## src/sv/remote_frame_parser_with_staleness_assert.svh

```systemverilog
// Assertion macros shared by the remote frame parser modules.
// Each macro expects clk_i and rst_ni in the scope of its use.
`ifndef REMOTE_FRAME_PARSER_WITH_STALENESS_ASSERT_SVH
`define REMOTE_FRAME_PARSER_WITH_STALENESS_ASSERT_SVH

// The consequent must hold in the same cycle as the antecedent.
`define RFPS_ASSERT_IMPL(lbl, ante, cons, msg) \
  lbl: assert property (@(posedge clk_i) disable iff (!rst_ni) (ante) |-> (cons)) \
    else $error(msg);

// The consequent must hold in the cycle after the antecedent.
`define RFPS_ASSERT_NEXT(lbl, ante, cons, msg) \
  lbl: assert property (@(posedge clk_i) disable iff (!rst_ni) (ante) |=> (cons)) \
    else $error(msg);

`endif

```

## src/sv/rfps_pkg.sv

```systemverilog
// ----------------------------------------------------------------------------
// rfps_pkg
// Types and constants of the remote frame parser with staleness check.
// ----------------------------------------------------------------------------
`timescale 1ns / 1ps

package rfps_pkg;

  localparam int ByteW    = 8;
  localparam int KeyW     = 3;
  localparam int AnalogW  = 16;
  localparam int LimitW   = 8;
  localparam int FramesW  = 32;

  localparam logic [ByteW-1:0]  HdrByte      = 8'hff;
  localparam logic [ByteW-1:0]  Trail0Byte   = 8'ha5;
  localparam logic [ByteW-1:0]  Trail1Byte   = 8'h5a;
  localparam logic [ByteW-1:0]  KeyMask      = 8'h07;
  localparam logic [LimitW-1:0] UnchangedMax = 8'd200;
  localparam logic [LimitW-1:0] StaleReset   = 8'd30;

  localparam logic ReqByte = 1'b0;
  localparam logic ReqPoll = 1'b1;

  typedef enum logic [7:0] {
    PhHead = 8'b0000_0001,
    PhKey  = 8'b0000_0010,
    PhA1Lo = 8'b0000_0100,
    PhA1Hi = 8'b0000_1000,
    PhA2Lo = 8'b0001_0000,
    PhA2Hi = 8'b0010_0000,
    PhTr0  = 8'b0100_0000,
    PhTr1  = 8'b1000_0000
  } rfps_phase_e;

  typedef struct packed {
    logic [KeyW-1:0]    key;
    logic [AnalogW-1:0] analog_one;
    logic [AnalogW-1:0] analog_two;
  } rfps_frame_t;

endpackage

```

## src/sv/rfps_parser.sv

```systemverilog
// ----------------------------------------------------------------------------
// rfps_parser
// Byte-driven frame parser that latches key and analog data of each frame.
// ----------------------------------------------------------------------------
`timescale 1ns / 1ps

module rfps_parser import rfps_pkg::*; #(
  parameter int COUNT_WIDTH = 32
) (
  input  logic                   clk_i,
  input  logic                   rst_ni,
  input  logic                   byte_vld_i,
  input  logic [ByteW-1:0]       byte_i,
  output rfps_frame_t            frame_o,
  output logic [COUNT_WIDTH-1:0] frame_cnt_o
);

`include "remote_frame_parser_with_staleness_assert.svh"

  rfps_phase_e            phase_q, phase_d;
  rfps_frame_t            pend_q, pend_d;
  rfps_frame_t            latch_q, latch_d;
  logic [COUNT_WIDTH-1:0] cnt_q, cnt_d;
  logic                   done;

  always_comb begin
    phase_d = phase_q;
    pend_d  = pend_q;
    latch_d = latch_q;
    cnt_d   = cnt_q;
    done    = 1'b0;
    if (byte_vld_i) begin
      case (phase_q)
        PhHead: phase_d = (byte_i == HdrByte) ? PhKey : PhHead;
        PhKey: begin
          if ((byte_i & ~KeyMask) != '0) begin
            phase_d = PhHead;
          end else begin
            pend_d.key = byte_i[KeyW-1:0];
            phase_d    = PhA1Lo;
          end
        end
        PhA1Lo: begin
          pend_d.analog_one = {8'h00, byte_i};
          phase_d           = PhA1Hi;
        end
        PhA1Hi: begin
          pend_d.analog_one[AnalogW-1:ByteW] = byte_i;
          phase_d                            = PhA2Lo;
        end
        PhA2Lo: begin
          pend_d.analog_two = {8'h00, byte_i};
          phase_d           = PhA2Hi;
        end
        PhA2Hi: begin
          pend_d.analog_two[AnalogW-1:ByteW] = byte_i;
          phase_d                            = PhTr0;
        end
        PhTr0: phase_d = (byte_i == Trail0Byte) ? PhTr1 : PhHead;
        PhTr1: begin
          if (byte_i == Trail1Byte) begin
            done    = 1'b1;
            latch_d = pend_q;
            cnt_d   = cnt_q + COUNT_WIDTH'(1);
          end
          phase_d = PhHead;
        end
        default: phase_d = PhHead;
      endcase
    end
  end

  always_ff @(posedge clk_i or negedge rst_ni) begin
    if (!rst_ni) begin
      phase_q <= PhHead;
      pend_q  <= '0;
      latch_q <= '0;
      cnt_q   <= '0;
    end else begin
      phase_q <= phase_d;
      pend_q  <= pend_d;
      latch_q <= latch_d;
      cnt_q   <= cnt_d;
    end
  end

  assign frame_o     = latch_q;
  assign frame_cnt_o = cnt_q;

  `RFPS_ASSERT_NEXT(a_cnt_step, done, cnt_q == $past(cnt_q) + COUNT_WIDTH'(1),
                    "Frame counter did not advance after a complete frame.")

endmodule

```

## src/sv/rfps_poll.sv

```systemverilog
// ----------------------------------------------------------------------------
// rfps_poll
// Staleness tracking on polls and the registered result stage.
// ----------------------------------------------------------------------------
`timescale 1ns / 1ps

module rfps_poll import rfps_pkg::*; #(
  parameter int COUNT_WIDTH = 32
) (
  input  logic                   clk_i,
  input  logic                   rst_ni,
  input  logic                   poll_i,
  input  rfps_frame_t            frame_i,
  input  logic [COUNT_WIDTH-1:0] frame_cnt_i,
  input  logic [LimitW-1:0]      stale_limit_i,
  input  logic                   out_stall_i,
  output logic                   out_valid_o,
  output logic                   data_ok_o,
  output rfps_frame_t            frame_o,
  output logic [FramesW-1:0]     frames_seen_o
);

`include "remote_frame_parser_with_staleness_assert.svh"

  localparam int ExtW = (COUNT_WIDTH > FramesW) ? COUNT_WIDTH : FramesW;

  logic [COUNT_WIDTH-1:0] last_q, last_d;
  logic [LimitW-1:0]      unch_q, unch_d;
  logic                   first_q, first_d;
  logic                   vld_q, vld_d;
  logic                   ok_q, ok_d;
  rfps_frame_t            res_q;
  logic [FramesW-1:0]     seen_q;
  logic [ExtW-1:0]        cnt_ext;
  logic                   last_nz;

  assign last_nz = (last_q != '0);
  assign cnt_ext = ExtW'(frame_cnt_i);

  always_comb begin
    last_d  = last_q;
    unch_d  = unch_q;
    first_d = first_q;
    if (poll_i) begin
      if (last_nz && (last_q == frame_cnt_i)) begin
        if (unch_q < UnchangedMax) begin
          unch_d = unch_q + 8'd1;
        end
      end else begin
        unch_d = '0;
      end
      if (last_nz) begin
        first_d = 1'b0;
      end
      last_d = frame_cnt_i;
    end
    ok_d = !first_d && (unch_d <= stale_limit_i);
    vld_d = poll_i | (vld_q & out_stall_i);
  end

  always_ff @(posedge clk_i or negedge rst_ni) begin
    if (!rst_ni) begin
      last_q  <= '0;
      unch_q  <= '0;
      first_q <= 1'b1;
      vld_q   <= 1'b0;
    end else begin
      last_q  <= last_d;
      unch_q  <= unch_d;
      first_q <= first_d;
      vld_q   <= vld_d;
    end
  end

  always_ff @(posedge clk_i) begin
    if (poll_i) begin
      ok_q   <= ok_d;
      res_q  <= frame_i;
      seen_q <= cnt_ext[FramesW-1:0];
    end
  end

  assign out_valid_o   = vld_q;
  assign data_ok_o     = ok_q;
  assign frame_o       = res_q;
  assign frames_seen_o = seen_q;

  `RFPS_ASSERT_IMPL(a_unch_sat, 1'b1, unch_q <= UnchangedMax,
                    "Unchanged-poll count exceeded its saturation value.")
  `RFPS_ASSERT_NEXT(a_poll_res, poll_i, vld_q,
                    "A poll did not leave a result in the output register.")
  `RFPS_ASSERT_IMPL(a_first_clr, $fell(first_q), $past(last_q) != '0,
                    "First-poll flag cleared without an earlier nonzero count.")

endmodule

```

## src/sv/remote_frame_parser_with_staleness.sv

```systemverilog
// ----------------------------------------------------------------------------
// remote_frame_parser_with_staleness
// Remote control frame parser with a staleness check on polls.
// ----------------------------------------------------------------------------
//  Channel | Handshake                 | Payload
//  in      | in_valid_i / in_stall_o   | req_type_i, rx_byte_i
//  out     | out_valid_o / out_stall_i | data_ok_o, key*_pressed_o, analog_*_o,
//          |                           | frames_seen_o
//  cfg     | cfg_valid_i / cfg_ready_o | cfg_data_i (stale limit)
//
// Transactions pass an input register, one taken per cycle unless the input
// stalls; a poll result enters the output register as the poll leaves the
// input register. A byte never waits on the output side. A poll waits in the
// input register while the output register holds an untaken result, and the
// input then stalls. Reset clears the parser, the latched frame data, the
// counters and sets the stale limit to 30; no clearing pass is needed.
// ----------------------------------------------------------------------------
`timescale 1ns / 1ps

module remote_frame_parser_with_staleness import rfps_pkg::*; #(
  parameter int COUNT_WIDTH = 32
) (
  input  logic                 clk_i,
  input  logic                 rst_ni,
  input  logic                 in_valid_i,
  output logic                 in_stall_o,
  input  logic                 req_type_i,
  input  logic [ByteW-1:0]     rx_byte_i,
  output logic                 out_valid_o,
  input  logic                 out_stall_i,
  output logic                 data_ok_o,
  output logic                 key1_pressed_o,
  output logic                 key2_pressed_o,
  output logic                 key3_pressed_o,
  output logic [AnalogW-1:0]   analog_one_o,
  output logic [AnalogW-1:0]   analog_two_o,
  output logic [FramesW-1:0]   frames_seen_o,
  input  logic                 cfg_valid_i,
  output logic                 cfg_ready_o,
  input  logic [LimitW-1:0]    cfg_data_i
);

`include "remote_frame_parser_with_staleness_assert.svh"

  logic                   in_vld_q, in_vld_d;
  logic                   req_q;
  logic [ByteW-1:0]       byte_q;
  logic [LimitW-1:0]      limit_q;
  logic                   accept;
  logic                   advance;
  rfps_frame_t            frame;
  rfps_frame_t            res_frame;
  logic [COUNT_WIDTH-1:0] frame_cnt;

  assign advance    = in_vld_q && ((req_q == ReqByte) || !out_valid_o || !out_stall_i);
  assign in_stall_o = in_vld_q && !advance;
  assign accept     = in_valid_i && !in_stall_o;
  assign in_vld_d   = accept | (in_vld_q & ~advance);

  assign cfg_ready_o = 1'b1;

  always_ff @(posedge clk_i or negedge rst_ni) begin
    if (!rst_ni) begin
      in_vld_q <= 1'b0;
      limit_q  <= StaleReset;
    end else begin
      in_vld_q <= in_vld_d;
      if (cfg_valid_i && cfg_ready_o) begin
        limit_q <= cfg_data_i;
      end
    end
  end

  always_ff @(posedge clk_i) begin
    if (accept) begin
      req_q  <= req_type_i;
      byte_q <= rx_byte_i;
    end
  end

  rfps_parser #(
    .COUNT_WIDTH(COUNT_WIDTH)
  ) u_parser (
    .clk_i      (clk_i),
    .rst_ni     (rst_ni),
    .byte_vld_i (advance && (req_q == ReqByte)),
    .byte_i     (byte_q),
    .frame_o    (frame),
    .frame_cnt_o(frame_cnt)
  );

  rfps_poll #(
    .COUNT_WIDTH(COUNT_WIDTH)
  ) u_poll (
    .clk_i        (clk_i),
    .rst_ni       (rst_ni),
    .poll_i       (advance && (req_q == ReqPoll)),
    .frame_i      (frame),
    .frame_cnt_i  (frame_cnt),
    .stale_limit_i(limit_q),
    .out_stall_i  (out_stall_i),
    .out_valid_o  (out_valid_o),
    .data_ok_o    (data_ok_o),
    .frame_o      (res_frame),
    .frames_seen_o(frames_seen_o)
  );

  assign key1_pressed_o = res_frame.key[0];
  assign key2_pressed_o = res_frame.key[1];
  assign key3_pressed_o = res_frame.key[2];
  assign analog_one_o   = res_frame.analog_one;
  assign analog_two_o   = res_frame.analog_two;

  `RFPS_ASSERT_NEXT(a_hold_in, in_stall_o, in_vld_q,
                    "Held transaction was dropped from the input register.")

endmodule
```

## config.mk

```make
export PLATFORM = sky130hd
export DESIGN_NAME = remote_frame_parser_with_staleness
export DESIGN_NICKNAME = d
export VERILOG_FILES = /design/src/sv/rfps_pkg.sv /design/src/sv/rfps_parser.sv /design/src/sv/rfps_poll.sv /design/src/sv/remote_frame_parser_with_staleness.sv
export VERILOG_INCLUDE_DIRS = /design/src /design/src/sv
export SDC_FILE = /design/constraint.sdc
export NUM_CORES = 1
export LEC_CHECK = 0
export BUFFER_PORTS_ARGS = -buffer_cell sky130_fd_sc_hd__buf_4
export CORE_AREA = 8 8 141 143
export CTS_CLUSTER_DIAMETER = 150
export DETAILED_ROUTE_END_ITERATION = 6
export DIE_AREA = 0 0 149 151
export GPL_TIMING_DRIVEN = 1
export PLACE_DENSITY_LB_ADDON = 0.1
export SLEW_MARGIN = 40
export SYNTH_ARGS = -nofsm -noshare
export SYNTH_HDL_FRONTEND = slang
export SYNTH_SLANG_ARGS = --single-unit
```

## constraint.sdc

```tcl
create_clock -name clk_i -period 3.78 [get_ports clk_i]
set_input_delay 0.567 -clock clk_i [delete_from_list [all_inputs] [get_ports clk_i]]
set_output_delay 0.567 -clock clk_i [all_outputs]
set_load 0.02 [all_outputs]
```

Yosys cells after proc, flatten, opt, wreduce, memory -nomap -nowiden
Cells that the tools add are included.

Word-level logic and storage cells: 81. Output and inout port bits: 71. Flip-flop bits (word level): 238.

Equality and inequality tests: 12. Multiplexer cells: 11. Bitwise logic cells: 7. Magnitude comparators: 2. Reductions and logical operators: 24. Add/sub/neg operators: 2.

Operator list (count): 8-bit one-hot mux with 7 select lines (1); 32-bit by 1-bit adder with 32-bit output (second input constant) (1); 32-bit equality test (1); 8-bit two-way mux (4); 8-bit one-hot mux with 2 select lines (2); 32-bit nonzero test (1); 8-bit equality test (second input constant) (3); 8-bit by 7-bit equality test with 1-bit output (second input constant) (2); 8-bit by 1-bit adder with 8-bit output (second input constant) (1); 8-bit by 1-bit equality test with 1-bit output (second input constant) (1); 8-bit by 2-bit equality test with 1-bit output (second input constant) (1); 8-bit by 3-bit equality test with 1-bit output (second input constant) (1); 8-bit by 4-bit equality test with 1-bit output (second input constant) (1); 8-bit by 5-bit equality test with 1-bit output (second input constant) (1); 8-bit by 6-bit equality test with 1-bit output (second input constant) (1); 8-bit less-or-equal comparator (1); 8-bit < comparator (second input constant) (1); 2-bit AND reduction (4); 8-bit nonzero test (1); 1-bit logical AND (7); 3-bit AND reduction (2); 1-bit zero test (5); 2-bit nonzero test (2); 3-bit two-way mux (1); other kinds (6) (12).

Depth between registers and ports, before layout
Gate-level depths: netlist of run 1.

Word-level depth: 9. Depth in mapped cells: 15.

Modules after synthesis
From an unflattened synthesis of run 1, not the netlist that was laid out.

Cell total of the unflattened synthesis: 728. Area total of the unflattened synthesis: 9709.3 sq um.

Modules (own cells, without submodules): rfps_parser (cells an instance 423, times used 1, seq. area each 2753.9 sq um, area an instance 4669.5 sq um); rfps_poll (cells an instance 269, times used 1, seq. area each 3094.2 sq um, area an instance 4359.2 sq um); remote_frame_parser_with_staleness (cells an instance 36, times used 1, seq. area each 500.5 sq um, area an instance 680.7 sq um).

Least setup slack after synthesis of run 1
Ideal clock, no wire load.

Kind: input to register. Start: input port out_stall_i. End: register u_poll.ok_q, in the netlist u_poll.data_ok_o, enable pin. Library setup time: 0.459 ns. Required time: 3.321 ns. Stages: 5. Arrival: 3.092 ns. Path slack: 0.229 ns. Cells stage by stage: nand2_1 nand3_1 clkbuf_1 clkinv_1 clkbuf_1.

Longest elaborated chain between the ends: 4.

RTL lines: from (decl) (line remote_frame_parser_with_staleness.sv:30) `input logic out_stall_i,`; 1-bit zero test (line remote_frame_parser_with_staleness.sv:55) `assign advance = in_vld_q && ((req_q == ReqByte) || !out_valid_o || !out_stall_i);`; 1-bit logical OR (line remote_frame_parser_with_staleness.sv:55); 1-bit logical AND (line remote_frame_parser_with_staleness.sv:55); 1-bit logical AND (line remote_frame_parser_with_staleness.sv:97) `.poll_i (advance && (req_q == ReqPoll)),`; to (signal assigned) (line rfps_poll.sv:77) `ok_q <= ok_d;`; to (decl) (line rfps_poll.sv:31) `logic ok_q, ok_d;`.

No other way between the ends. A chain may end at the register's enable or synchronous reset.

Final worst setup path of run 1
Start: register u_poll.unch_q[3]. End: register u_poll.ok_q, in the netlist u_poll.data_ok_o (data pin).

Longest elaborated chain between the ends: 6. Elaborated cells between the ends (all ways): 7.

RTL lines: from (decl) (line rfps_poll.sv:28) `logic [LimitW-1:0] unch_q, unch_d;`; from (signal assigned) (line rfps_poll.sv:69) `unch_q <= unch_d;`; 8-bit by 1-bit adder with 8-bit output / 8-bit < comparator (equally long branches) (line rfps_poll.sv:47, rfps_poll.sv:46); 8-bit two-way mux * (line rfps_poll.sv:46) `if (unch_q < UnchangedMax) begin`; 8-bit two-way mux * (line rfps_poll.sv:45) `if (last_nz && (last_q == frame_cnt_i)) begin`; 8-bit two-way mux * (line rfps_poll.sv:44) `if (poll_i) begin`; net u_poll.unch_d[5] (line rfps_poll.sv:28); 8-bit less-or-equal comparator * (line rfps_poll.sv:57) `ok_d = !first_d && (unch_d <= stale_limit_i);`; 1-bit logical AND * (line rfps_poll.sv:57); net u_poll.ok_d (line rfps_poll.sv:31).

The timed path passes the listed nets; every way through them passes the cells marked *.

==> out/qor.txt, run 1 <==
Hold Startpoint - rx_byte_i[1]
Yosys reg bits - 238
RSZ-0062 raised after global routing - false
first-pass GRT wire length - 32310 µm
post-synthesis sequential area ratio - 66.27%
dpl cells - 1025
cell leakage power - 5.397 nW
Final GP Congestion - 0.9023
outcome - finished clean
relative slew slack - 58.03%
Area contributors post-synth - dfrtp_1, edfxtp_1, mux2_2
number of antenna violations at the first check in global routing - 0
CP Class - register to register
effective utilization at floorplan - 54.25%
largest net degree at the start of global routing - 102
Hold Violations, Final - 0
reg2reg start - u_poll.unch_q[3]
Cell variety after synth - 55
grt total ovfl - 0
gr usage total - 17.95%
Worst Max-Slew Pin Slew - 0.6248 ns
clk_skew - 0.007877 ns
Worst Hold Class - input pin to register
Synth Area in Simple Gates - 13.15%
wire length on met1 - 8441 µm
deepest clock path buffer count - 3
row count - 49
Worst path slowest cell - o311ai_1
Slew Limit Fails - 0
Clock Sinks - 238
met2 WL - 9865 µm
Final setup viols - 0
asr flop ratio synth - 67.65%
final cell count without fillers - 1071
CTS buffer count - 24
DP Wirelength - 13130 µm
# DRC - 0
post-synthesis mux area share - 6.583%
Worst EP arrival - 3.50 ns
most frequent cells after synthesis - dfrtp_1, nand2_1, edfxtp_1
NumNets Final - 856
H-tree levels - 1
clock-pin slew on the worst setup and hold paths - 0.06 ns
DR vias - 5866
PD cells - 466.2 nW/µm²
Die Span X - 149 µm
Layout fillers - 1358
Worst EP required - 4.14 ns
Final min period - 3.144 ns
Mapped Cells - 729
ANT nets after route - 0
largest family of logic cells by synthesized area - simple AND/OR/NAND/NOR gates
number of global-route vias before repair - 6233
Setup TNS - 0 ns
CTS resizes - 0
number of max-cap violations - 0
core area - 17660 µm²
crit path cell chain - o311ai_1, nand4_1, or2_0, or3_1, a21oi_1, a21o_1, ha_1, a21o_1, a21o_1, a21oi_1, o21ai_0, a21oi_1
Post-synth top flop - dfrtp_1
Pre-antenna DRT Iters - 5
Met3 Wirelength - 886 µm
CTS Root Cell - clkbuf_16
Via density - 5.477
PortBufs - 91
Max IR drop VDD - 0.3421 mV
max frequency - 0.3181 GHz
EDFF count, synth - 77
Antenna Cells - 0
Avg Synthesized Cell Area - 13.14 µm²
CP Launch Type - register
most frequent cell after synthesis - dfrtp_1
Top Metal Used - met4
DRT iter0 DRCs - 487
Wirelength per Cell - 18.36 µm
share of layout cells above drive strength 1 - 24.35%
xor and xnor area share after synthesis - 5.930%
Slowest Stage Delay on Critical Path - 0.53 ns
Mapped Nets - 761
CTS tree - done
period utilization - 83.17%
Die Area - 22500 µm²
yosys warns - 0
CP max FO - 7
crit path launch - u_poll.unch_q[3]
Yosys top cell area share - 40.49%
Yosys top cell by area - dfrtp_1
Synth Cell Area - 9579 µm²
worst skew pair latency - 0.50 ns
Synth Area in Compound Gates - 4.624%
Worst setup EP type - register
DIE HEIGHT - 151 µm
io pins - 93
Routed WL - 19660 µm
Synth Area in Adders - 1.306%
Synth-to-Final Area Change - 17.27%
-- cell usage in the layout (no fill, tap or decap), types with 11 or more instances in the layout --
cell type  count
nand3_1       16
a22o_1        16
nor2_1        20
nand4_1       17
o21ai_0       13
a21o_1        11
nor4_1        18
xnor2_1       26
inv_1         12
edfxtp_1      77
buf_4         94
dfrtp_1      155
nand2_1      134
xor2_1        37
clkbuf_16     25
mux2_2        56
a21oi_1       12
-- layer usage --
metal,up-vias,GRT usage [%]
li1,2748,-
met1,2935,22.90
met2,147,30.54
met3,36,3.077
met4,0,6.209
met5,-,0
-- kinds of logic after synthesis --
kind of cell	Yosys count
buffers and inverters	43
adders and majority gates	10
DFF	238
AOI/OAI and AO/OA	63
other	1
xor gates and xnor gates	64
and+or+nand+nor	254
muxes	56
-- layout make-up --
cell class,count,area (µm²),area share (%)
sequential,238,6349,56.52
multi-input combinational,448,3035,27.02
timing repair buffer,99,789.5,7.028
clock buffer,33,675.6,6.015
tap,229,286.5,2.551
inverter,13,50.05,0.4455
clock inverter,11,47.55,0.4233
-- worst max-delay path, delay by kind of cell (launching register included) --
family / cells / cell delay (ns)
compound gates: 8 / 1.50
simple gates: 3 / 0.80
flops: 1 / 0.44
fa+ha+maj: 1 / 0.24
-- power breakdown --
| part | switching [mW] | internal [mW] | leakage (nW) |
|---|---|---|---|
| combinational | 0.190 | 0.105 | 2.15 |
| sequential | 0.0432 | 2.73 | 2.88 |
| clock | 0.924 | 1.24 | 0.358 |
-- stage by stage --
step | cell area (µm²) | worst slack (ns) | utilization, % | hold WS, ns | power (mW)
floorplan | 9579 | 0.2292 | - | 0.2714 | 2.955
global placement | 10460 | 0.8326 | 59.24 | 0.4280 | 3.109
CTS | 11190 | 0.6476 | 63.39 | 0.1233 | 5.294
finish | 11230 | 0.6363 | 63.62 | 0.2396 | 5.237
detailed placement | 10470 | 0.6782 | 59.29 | 0.4285 | 3.119
global route | 11230 | 0.5014 | 63.62 | 0.2139 | 5.429
-- worst paths after layout --
kind	slack (ns)	cells past startpoint	end
min in group asynchronous	0.56	2	u_parser.frame_o[1]
worst min register to register	0.44	0	u_poll.frame_o[32]
worst min-delay path	0.24	1	byte_q[1]
max in group asynchronous	2.29	4	u_poll.last_q[20]
worst max register to register	0.64	12	u_poll.data_ok_o
worst max-delay path	0.64	12	u_poll.data_ok_o
-- registers in the layout, summed over array words and instances (netlist names) --
signal	count
byte_q	8
in_vld_q	1
limit_q	8
req_q	1
u_parser.frame_cnt_o	32
u_parser.frame_o	35
u_parser.pend_q	35
u_parser.phase_q	8
u_poll.data_ok_o	1
u_poll.first_q	1
u_poll.frame_o	35
u_poll.frames_seen_o	32
u_poll.last_q	32
u_poll.out_valid_o	1
u_poll.unch_q	8
-- repair_timing --
action	4_1_cts	5_1_grt
hold buffers	0	1
endpoints found under the hold margin	0	16
setup buffers	0	0
(Power assumes the default switching activity.)
==> inputs of run 2 (changes only) <==
Clock period 3.78 ns to 2.95 ns, I/O delays scaled along.
==> run 2 against run 1 <==
The flow now finishes with violations (negative hold slack). Via count grew 3.5%. First-iteration DRC count shrank 19%. Setup slack lost 0.51 ns.
==> out/qor.txt, run 2 (synthesized netlist as in run 1, its figures left out) <==
PortBufs - 91 (unchanged)
clk_skew - 0.01299 ns (+0.005114 ns)
Final GP Congestion - 0.9203 (+2.0%)
deepest clock path buffer count - 3 (unchanged)
Worst setup EP type - register
Worst EP required - 3.33 ns (-0.81 ns)
effective utilization at floorplan - 54.25% (unchanged)
Synth-to-Final Area Change - 22.32%
# DRC - 0 (unchanged)
Hold Violations, Final - 28 (+28)
CTS Hold Buffers Added - 0 (unchanged)
CP Launch Type - register
Final setup viols - 0 (unchanged)
CTS tree - done
Via density - 5.422 (-1.0%)
share of layout cells above drive strength 1 - 30.53% (+6.2 points)
CP Class - register to register
Wirelength per Cell - 18.22 µm (-0.74%)
number of antenna violations at the first check in global routing - 0 (unchanged)
Final min period - 2.825 ns (-0.3186 ns)
CTS Root Cell - clkbuf_16
H-tree levels - 1 (unchanged)
clock-pin slew on the worst setup and hold paths - 0.06 ns (about the same)
DIE HEIGHT - 151 µm (unchanged)
number of global-route vias before repair - 6430 (+3.2%)
PD cells - 599.4 nW/µm² (+29%)
most frequent cells in the layout - dfrtp_1, buf_4, nand2_1
Total Power - 7.024 mW (+34%)
Routed WL - 20410 µm (+3.8%)
dpl cells - 1068 (+4.2%)
core area - 17660 µm² (unchanged)
period utilization - 95.76% (+13 points)
DP Wirelength - 13690 µm (+4.2%)
CP max FO - 6 (-1)
DR vias - 6073 (+3.5%)
Die Area - 22500 µm² (unchanged)
gr usage total - 18.33% (+0.38 points)
Post-Place Cell Area - 10790 µm² (+3.1%)
Pre-antenna DRT Iters - 5 (unchanged)
worst skew pair latency - 0.53 ns (+0.03 ns)
relative slew slack - 50.05% (-8.0 points)
first-pass GRT wire length - 33350 µm (+3.2%)
row count - 49 (unchanged)
NumNets Final - 904 (+5.6%)
DRT iter0 DRCs - 395 (-19%)
final cell count without fillers - 1120 (+4.6%)
largest net degree at the start of global routing - 90 (-12%)
io pins - 93 (unchanged)
Worst Max-Slew Pin Slew - 0.7493 ns (+0.1244 ns)
ANT nets after route - 0 (unchanged)
Clock Sinks - 238 (unchanged)
commonest non-fill, non-tap cell in the layout - dfrtp_1
Worst EP arrival - 3.20 ns (-0.30 ns)
RSZ-0062 raised after global routing - false
failing checks - negative hold slack
max frequency - 0.3540 GHz (+11%)
outcome - finished, violations left
Slew Limit Fails - 0 (unchanged)
worst hold margin - -0.05952 ns (-0.2991 ns)
number of max-cap violations - 0 (unchanged)
Die Span X - 149 µm (unchanged)
Max IR drop VDD - 0.4297 mV (+26%)
Layout fillers - 1318 (-2.9%)
cell leakage power - 5.669 nW (+5.1%)
Antenna Cells - 0 (unchanged)
grt total ovfl - 0 (unchanged)
Worst Hold Class - input pin to async pin
CTS buffer count - 25 (+4.2%)
final instance area - 11720 µm² (+4.3%)
-- run 2: area by class of cell --
class                   count  area (µm²)  share of cell area, %
flip-flops and latches    238        6351                  54.20
multi-input cells         448        3084                  26.32
repair buffers            146        1119                  9.546
clock buffers              35       724.4                  6.183
well taps                 229       286.5                  2.445
clock inverters            11       102.6                 0.8756
inverters                  13       50.05                 0.4271
-- run 2: worst max-delay path, cell delays in order, from the launching register on --
cell and delay [ns]:
dfrtp_2 0.45, o311ai_4 0.29, nand4_1 0.17, or2_1 0.26, or3_1 0.35, a21oi_2 0.15
a21o_1 0.12, ha_1 0.24, a21o_1 0.18, a21o_1 0.16, a21oi_1 0.13, o21ai_1 0.08
a21oi_1 0.12
-- run 2: per-layer routing --
| layer | vias to the layer above | wire length [µm] | global-route usage (%) |
|---|---|---|---|
| met5 | - | 0 | 0 |
| li1 | 2841 | - | - |
| met1 | 3019 | 8447 | 22.09 |
| met4 | 0 | 547 | 6.007 |
| met2 | 176 | 10450 | 32.69 |
| met3 | 37 | 961 | 3.346 |
-- run 2: worst paths after layout --
| path | from | endpoint | slack (ns) | cells after the start |
|---|---|---|---|---|
| worst max-delay path | u_poll.unch_q[4] | u_poll.data_ok_o | 0.12 | 12 |
| worst min-delay path | rst_ni | u_parser.frame_o[6] | -0.06 | 1 |
| worst max register to register | u_poll.unch_q[4] | u_poll.data_ok_o | 0.12 | 12 |
| worst min register to register | u_parser.frame_o[2] | u_poll.frame_o[2] | 0.44 | 0 |
| max in group asynchronous | rst_ni | u_parser.frame_cnt_o[22] | 2.19 | 2 |
| min in group clk_i | rx_byte_i[0] | byte_q[0] | 0.10 | 1 |
-- run 2: metrics by stage --
step	util [%]	setup slack, ns	hold WS (ns)	TNS, ns
3_5_place_dp	61.13	-0.1095	0.4314	-0.1095
5_1_grt	66.36	0.006257	0.01294	0
4_1_cts	65.84	0.01390	0.006088	0
6_report	66.36	0.1249	-0.05952	0
2_1_floorplan	-	0.1728	0.1469	0
3_3_place_gp	61.10	0.005334	0.4258	0
-- run 2: where the power goes --
part	switching, mW	internal (mW)	total [mW]
Sequential	0.0428	3.50	3.54
Combinational	0.255	0.137	0.392
Clock	1.27	1.82	3.09
-- run 2: repair_timing --
| action | 4_1_cts | 5_1_grt |
|---|---|---|
| gates resized for setup | 1 | 11 |
| buffers inserted | 0 | 6 |
| endpoints found under the setup margin | 1 | 1 |
| pin swaps | 0 | 5 |
